File: config.mk
export PLATFORM = sky130hd
export DESIGN_NAME = http_chunked_body_decoder_unit
export DESIGN_NICKNAME = d
export VERILOG_FILES = /design/src/design/hcbd_pkg.sv /design/src/design/hcbd_frame.sv /design/src/design/http_chunked_body_decoder_unit.sv
export SDC_FILE = /design/constraint.sdc
export NUM_CORES = 1
export LEC_CHECK = 0
export BUFFER_PORTS_ARGS = -buffer_cell sky130_fd_sc_hd__buf_2
export CAP_MARGIN = 20
export CORE_MARGIN = 5
export CORE_UTILIZATION = 61
export DETAILED_ROUTE_END_ITERATION = 6
export PLACE_DENSITY_LB_ADDON = 0.3
export SYNTH_ARGS = -nofsm -noshare
export SYNTH_HDL_FRONTEND = slang
export SYNTH_SLANG_ARGS = --single-unit
File: constraint.sdc
create_clock -name clk_i -period 3.4 [get_ports clk_i]
set_input_delay 0 -clock clk_i [delete_from_list [all_inputs] [get_ports clk_i]]
set_output_delay 0 -clock clk_i [all_outputs]
set_load 0.01 [all_outputs]
File: src/design/hcbd_pkg.sv
// Shared types, character codes and helpers for the chunked body decoder.
`timescale 1ns / 1ps

package hcbd_pkg;

  localparam int unsigned ByteW  = 8;
  localparam int unsigned TotalW = 32;

  // Framing and white space characters
  localparam logic [ByteW-1:0] ChrCr  = 8'h0D;
  localparam logic [ByteW-1:0] ChrLf  = 8'h0A;
  localparam logic [ByteW-1:0] ChrSp  = 8'h20;
  localparam logic [ByteW-1:0] ChrTab = 8'h09;
  localparam logic [ByteW-1:0] ChrVt  = 8'h0B;
  localparam logic [ByteW-1:0] ChrFf  = 8'h0C;

  // Decoder phases
  typedef enum logic [1:0] {
    PhSize = 2'd0,
    PhData = 2'd1,
    PhTail = 2'd2,
    PhDone = 2'd3
  } hcbd_phase_e;

  // One input word
  typedef struct packed {
    logic [ByteW-1:0] body_byte;
    logic             restart;
  } hcbd_in_t;

  // One result word
  typedef struct packed {
    logic              payload_valid;
    logic [ByteW-1:0]  payload_byte;
    logic              chunk_end;
    logic              body_done;
    logic              size_overflow;
    logic [TotalW-1:0] total_payload;
  } hcbd_out_t;

  // Decoded hex character
  typedef struct packed {
    logic       ok;
    logic [3:0] val;
  } hcbd_hex_t;

  function automatic hcbd_hex_t hex_decode(input logic [ByteW-1:0] c);
    hcbd_hex_t r;
    r.ok  = 1'b0;
    r.val = 4'd0;
    if (c >= 8'h30 && c <= 8'h39) begin
      r.ok  = 1'b1;
      r.val = 4'(c - 8'h30);
    end else if (c >= 8'h61 && c <= 8'h66) begin
      r.ok  = 1'b1;
      r.val = 4'(c - 8'h57);
    end else if (c >= 8'h41 && c <= 8'h46) begin
      r.ok  = 1'b1;
      r.val = 4'(c - 8'h37);
    end
    return r;
  endfunction

  function automatic logic is_blank(input logic [ByteW-1:0] c);
    return (c == ChrSp) || (c == ChrTab) || (c == ChrVt) || (c == ChrFf);
  endfunction

endpackage

File: src/design/hcbd_frame.sv
// Framing state and per-byte phase update of the chunked body decoder.
`timescale 1ns / 1ps

module hcbd_frame import hcbd_pkg::*; #(
  parameter int unsigned MAX_DIGITS = 31,
  parameter int unsigned SIZE_WIDTH = 32
) (
  input  logic      clk_i,
  input  logic      rst_ni,
  input  logic      step_i,
  input  hcbd_in_t  item_i,
  output hcbd_out_t res_o
);

  localparam int unsigned CharW = $clog2(MAX_DIGITS + 1);
  localparam logic [CharW-1:0] MaxChars = CharW'(MAX_DIGITS);

  hcbd_phase_e             phase_q, phase_d, cur_phase;
  logic [SIZE_WIDTH-1:0]   accum_q, accum_d, cur_accum;
  logic [SIZE_WIDTH-1:0]   remain_q, remain_d, cur_remain;
  logic [CharW-1:0]        chars_q, chars_d, cur_chars;
  logic                    stop_q, stop_d, cur_stop;
  logic                    seen_q, seen_d, cur_seen;
  logic                    ovf_q, ovf_d, cur_ovf;
  logic [TotalW-1:0]       total_q, total_d, cur_total;

  logic      is_cr, is_lf, last_byte;
  hcbd_hex_t hex;

  // Restart drops the state back to reset before this byte
  always_comb begin
    if (item_i.restart) begin
      cur_phase  = PhSize;
      cur_accum  = '0;
      cur_remain = '0;
      cur_chars  = '0;
      cur_stop   = 1'b0;
      cur_seen   = 1'b0;
      cur_ovf    = 1'b0;
      cur_total  = '0;
    end else begin
      cur_phase  = phase_q;
      cur_accum  = accum_q;
      cur_remain = remain_q;
      cur_chars  = chars_q;
      cur_stop   = stop_q;
      cur_seen   = seen_q;
      cur_ovf    = ovf_q;
      cur_total  = total_q;
    end
  end

  assign is_cr     = (item_i.body_byte == ChrCr);
  assign is_lf     = (item_i.body_byte == ChrLf);
  assign hex       = hex_decode(item_i.body_byte);
  assign last_byte = (cur_remain == SIZE_WIDTH'(1));

  // Next phase
  always_comb begin
    phase_d = cur_phase;
    case (cur_phase)
      PhSize: begin
        if (is_lf) begin
          phase_d = (cur_accum == '0) ? PhDone : PhData;
        end
      end
      PhData: begin
        if (last_byte) begin
          phase_d = PhTail;
        end
      end
      PhTail: begin
        if (is_lf) begin
          phase_d = PhSize;
        end
      end
      PhDone: begin
        phase_d = PhDone;
      end
      default: begin
        phase_d = cur_phase;
      end
    endcase
  end

  // Size line parsing and payload counting
  always_comb begin
    accum_d  = cur_accum;
    remain_d = cur_remain;
    chars_d  = cur_chars;
    stop_d   = cur_stop;
    seen_d   = cur_seen;
    ovf_d    = cur_ovf;
    total_d  = cur_total;
    case (cur_phase)
      PhSize: begin
        if (is_lf) begin
          remain_d = cur_accum;
          accum_d  = '0;
          chars_d  = '0;
          stop_d   = 1'b0;
          seen_d   = 1'b0;
        end else if (!is_cr && (cur_chars < MaxChars)) begin
          chars_d = cur_chars + CharW'(1);
          if (!cur_stop) begin
            if (hex.ok) begin
              seen_d = 1'b1;
              // saturate when another digit would not fit
              if (cur_accum[SIZE_WIDTH-1 -: 4] != 4'd0) begin
                accum_d = '1;
                ovf_d   = 1'b1;
              end else begin
                accum_d = {cur_accum[SIZE_WIDTH-5:0], hex.val};
              end
            end else if (cur_seen || !is_blank(item_i.body_byte)) begin
              stop_d = 1'b1;
            end
          end
        end
      end
      PhData: begin
        remain_d = cur_remain - SIZE_WIDTH'(1);
        if (cur_total != '1) begin
          total_d = cur_total + TotalW'(1);
        end
      end
      default: begin
        remain_d = cur_remain;
      end
    endcase
  end

  // Result word
  always_comb begin
    res_o.payload_valid = (cur_phase == PhData);
    res_o.payload_byte  = (cur_phase == PhData) ? item_i.body_byte : '0;
    res_o.chunk_end     = (cur_phase == PhData) && last_byte;
    res_o.body_done     = (phase_d == PhDone);
    res_o.size_overflow = ovf_d;
    res_o.total_payload = total_d;
  end

  // Commit state when a word passes through
  always_ff @(posedge clk_i or negedge rst_ni) begin
    if (!rst_ni) begin
      phase_q  <= PhSize;
      accum_q  <= '0;
      remain_q <= '0;
      chars_q  <= '0;
      stop_q   <= 1'b0;
      seen_q   <= 1'b0;
      ovf_q    <= 1'b0;
      total_q  <= '0;
    end else if (step_i) begin
      phase_q  <= phase_d;
      accum_q  <= accum_d;
      remain_q <= remain_d;
      chars_q  <= chars_d;
      stop_q   <= stop_d;
      seen_q   <= seen_d;
      ovf_q    <= ovf_d;
      total_q  <= total_d;
    end
  end

endmodule

File: src/design/http_chunked_body_decoder_unit.sv
// Top level of the chunked body decoder: input register, framing logic, result register.
//
//   channel  direction  handshake              payload
//   in       sink       in_valid_i/in_stall_o  in_item_i  (hcbd_in_t)
//   out      source     out_valid_o/out_stall_i out_item_o (hcbd_out_t)
//
// One word per cycle sustained while the output is not stalled. A word waits in the
// input register until the result register, free or draining, takes its result.
// Reset clears the phase, counters and both valid flags.
// A stalled output holds the result; the input register keeps taking words
// until it is full and the result register cannot drain.
`timescale 1ns / 1ps

module http_chunked_body_decoder_unit import hcbd_pkg::*; #(
  parameter int unsigned MAX_DIGITS = 31,
  parameter int unsigned SIZE_WIDTH = 32
) (
  input  logic      clk_i,
  input  logic      rst_ni,
  input  logic      in_valid_i,
  output logic      in_stall_o,
  input  hcbd_in_t  in_item_i,
  output logic      out_valid_o,
  input  logic      out_stall_i,
  output hcbd_out_t out_item_o
);

  logic      in_vld_q, in_vld_d;
  hcbd_in_t  in_item_q;
  logic      out_vld_q, out_vld_d;
  hcbd_out_t out_item_q;
  hcbd_out_t res;
  logic      advance;

  // Move a word into the result register when it is free or draining
  assign advance    = in_vld_q && (!out_vld_q || !out_stall_i);
  assign in_stall_o = in_vld_q && !advance;
  assign in_vld_d   = in_stall_o ? 1'b1 : in_valid_i;
  assign out_vld_d  = advance || (out_vld_q && out_stall_i);

  hcbd_frame #(
    .MAX_DIGITS(MAX_DIGITS),
    .SIZE_WIDTH(SIZE_WIDTH)
  ) u_frame (
    .clk_i (clk_i),
    .rst_ni(rst_ni),
    .step_i(advance),
    .item_i(in_item_q),
    .res_o (res)
  );

  // Valid flags
  always_ff @(posedge clk_i or negedge rst_ni) begin
    if (!rst_ni) begin
      in_vld_q  <= 1'b0;
      out_vld_q <= 1'b0;
    end else begin
      in_vld_q  <= in_vld_d;
      out_vld_q <= out_vld_d;
    end
  end

  // Payload registers
  always_ff @(posedge clk_i) begin
    if (!in_stall_o) begin
      in_item_q <= in_item_i;
    end
    if (advance) begin
      out_item_q <= res;
    end
  end

  assign out_valid_o = out_vld_q;
  assign out_item_o  = out_item_q;

endmodule

==> impl_metrics.py <==
metrics = {
    "synthesis": {
        "async_reset_ff_frac": 0.671,
        "synth_top_flop_cell": "dfrtp_1",
        "syn_avg_cell_area_sq_um": 9.63,
        "synth_nets": 976,
        "synth_edf_count": 53,
        "seq_area_frac_synth": 0.467,
        "syn_area_sq_um": 9200,
        "ys_warn_count": 0,
        "synth-seq-cells": 161,
        "netlist-cell-type-count": 83,
        "netlist_instances": 955,
    },
    "final_layout": {
        "final_cell_count_no_fill": 1212,
        "drive_above_1_share": 0.135,
        "nNetsFinal": 1036,
        "fillerInstances": 1094,
        "antenna_cells": 0,
        "ff_latch_area_sq_um": 4290,
        "synthToLayoutAreaGrowth_pct": 13.2,
        "multi_input_area_sq_um": 4600,
    },
    "placed_design": {
        "place_inst": 1168,
        "hpwl_mm": 16.6,
        "numPortBuffers": 58,
        "place_congestion": 0.981,
    },
    "grt": {
        "grtUsageMet3": 0.0630,
        "grt_util_all_layers": 0.285,
        "grt_antenna_before_repair": 0,
        "gr-usage-met1": 0.381,
        "grt.overflow.total": 0,
        "grt.busiest_layer": "met2",
        "grt_pass1_wl_mm": 40.5,
        "grt_pass1_vias": 7720,
        "grt_max_degree": 74,
        "met2_usage": 0.457,
    },
    "drt": {
        "wl_per_cell_microns": 20.9,
        "finalWirelength_mm": 25.3,
        "drt_iter0_drc": 1259,
        "dr.pass1.iters": 6,
        "vias_per_cell": 6.96,
        "vias": 8434,
        "drc": 0,
        "postRouteAntennaNets": 0,
    },
    "power": {
        "clkPwrFrac": 0.291,
        "leakagePower_nw": 4.24,
        "p_sw_mw": 2.26,
        "peakVddDrop_uv": 442,
        "cellPowerDensity_nw_per_um2": 615,
        "p_sw_frac": 0.353,
        "comb_power_share": 0.285,
        "intPower_mw": 4.14,
        "share_seq_of_total_power": 0.424,
    },
    "cts": {
        "cts.sinks": 161,
        "cts_root_buf": "clkbuf_16",
        "clkSlewWorstSetupHoldPaths_ns": 0.06,
        "cts_tree": "yes",
        "clk_latency_ns": 0.43,
        "cts-htree-levels": 4,
        "cts-buffers-inserted": 17,
        "cts_resized": 0,
        "clk_path_buf_depth": 2,
    },
    "job": {
        "cap_viol_max_count": 0,
    },
    "run_status": {
        "status": "finished, final reports clean",
    },
    "worst_setup_path": {
        "worst-path-max-fanout": 26,
        "worst_setup_path_end_kind": "flop",
        "cp.arrival_ns": 3.37,
        "worstPathRequired_ns": 3.71,
        "r2r-start": "in_item_q[2]",
        "crit_path_start_kind": "flop",
        "r2r_cells": 8,
        "critPathKind": "flop to flop",
        "startpoint": "in_item_q[2]",
    },
    "sta": {
        "max_freq_mhz": 327,
        "setup_viol": 0,
        "hold_viol": 0,
        "hold_ws_ns": 0.0853,
        "min_period_ns": 3.06,
        "finalSetupTns_ns": 0,
        "rsz0062_at_grt": "false",
        "worst-slew-pin-transition_ns": 0.996,
        "finalCritPeriodShare": 0.900,
        "finalClockSkew_ns": 0.0105,
        "maxSlewHeadroom": 0.332,
        "drv_slew": 0,
    },
    "floorplan": {
        "rows": 44,
        "die_h_microns": 133,
        "io-pin-count": 59,
        "start_util": 0.628,
        "core-area_sq_um": 14600,
        "dieArea_sq_um": 17600,
        "dieWidth_microns": 133,
    },
    "min_path": {
        "hold_class": "input port to async pin",
    },
}
[repair_timing]
action / CTS / global route
hold buffers: 12 / 0
endpoints found under the hold margin: 46 / 0
buffers inserted: 0 / 0
[final cells by class]
type,instances,area share
multi-input cells,721,0.442
flip-flops and latches,161,0.412
repair buffers,98,0.0622
clock buffers,23,0.0481
well taps,184,0.0221
clock inverters,9,0.00745
inverters,16,0.00577
[per-stage QoR]
step | worst slack, ns | cell area (sq um) | power, mW | util
floorplan | 0.471 | 9200 | 3.90 | -
global placement | 0.505 | 9720 | 4.42 | 0.663
detailed placement | 0.397 | 9720 | 4.47 | 0.663
CTS | 0.365 | 10400 | 6.35 | 0.711
global route | 0.152 | 10400 | 6.70 | 0.711
finish | 0.339 | 10400 | 6.41 | 0.711
[power groups by stage]
stage	logic [mW]	clock network [mW]	registers (mW)
finish	1.83	1.86	2.71
detailed placement	1.75	0	2.72
CTS	1.78	1.87	2.69
global route	1.99	1.97	2.75
global placement	1.72	0	2.71
floorplan	1.29	0	2.61
[metal layers]
metal	part of all wire	vias up
met5	0	-
li1	-	3798
met2	0.47	513
met4	0.033	0
met3	0.092	103
met1	0.40	4020
[cells in the mapped netlist (14+ instances only)]
| cell type | n | area, sq um |
|---|---|---|
| a21oi_1 | 52 | 260 |
| a221o_1 | 41 | 410 |
| clkbuf_1 | 41 | 154 |
| dfrtp_1 | 108 | 2700 |
| edfxtp_1 | 53 | 1590 |
| inv_1 | 14 | 52.6 |
| mux2i_1 | 19 | 190 |
| nand2_1 | 99 | 372 |
| nand3_1 | 32 | 160 |
| nor2_1 | 80 | 300 |
| nor2b_1 | 21 | 131 |
| nor3_1 | 34 | 170 |
| nor4_1 | 32 | 200 |
| o211ai_1 | 19 | 143 |
| o21ai_0 | 47 | 235 |
| xnor2_1 | 22 | 193 |
[worst max-delay path: stages (launching register included)]
cell	delay [ns]
edfxtp_1	0.49
inv_1	0.15
ha_1	0.29
o21bai_1	0.14
a21o_1	0.23
a21boi_4	0.18
or4_4	0.54
and2_1	0.45
a221o_1	0.47
[worst paths after layout]
check / end / slack [ns]
setup reg to reg: u_frame.accum_q[27] / 0.34
setup / recovery: u_frame.accum_q[27] / 0.34
min in group clk_i: in_item_q[2] / 0.28
hold / removal: u_frame.total_q[21] / 0.09
hold reg to reg: out_valid_o / 0.48
max in group asynchronous: u_frame.accum_q[29] / 2.56
[registers in the layout, indices dropped and copies added, names as in the netlist]
register,flops
in_item_q,9
u_frame.total_q,32
u_frame.phase_q,2
u_frame.stop_q,1
u_frame.seen_q,1
u_frame.ovf_q,1
out_valid_o,1
u_frame.remain_q,32
out_item_o,44
u_frame.chars_q,5
u_frame.accum_q,32
in_vld_q,1
[cells in the final DEF, fill, tap and decap left out, types with 14 or more instances in the layout]
cell type,instances
edfxtp_1,53
nand2_1,99
o211ai_1,19
o21ai_0,46
nor2_1,80
a221o_1,41
mux2i_1,19
nor3_1,34
dfrtp_1,108
clkbuf_16,19
buf_2,57
nor4_1,32
inv_1,14
xnor2_1,22
a21oi_1,52
nor2b_1,21
buf_4,27
nand3_1,32
[logic make-up (layout without fill, tap and decap cells)]
kind of cell | count (synthesis) | after routing | synth area share
compound gates | 260 | 260 | 0.205
xor+xnor | 27 | 27 | 0.0257
fa+ha+maj | 8 | 8 | 0.0109
buf+inv | 73 | 146 | 0.0336
flops | 161 | 161 | 0.467
mux | 21 | 21 | 0.0231
simple gates | 405 | 405 | 0.235
No activity file was read; power rests on OpenSTA's default activity.
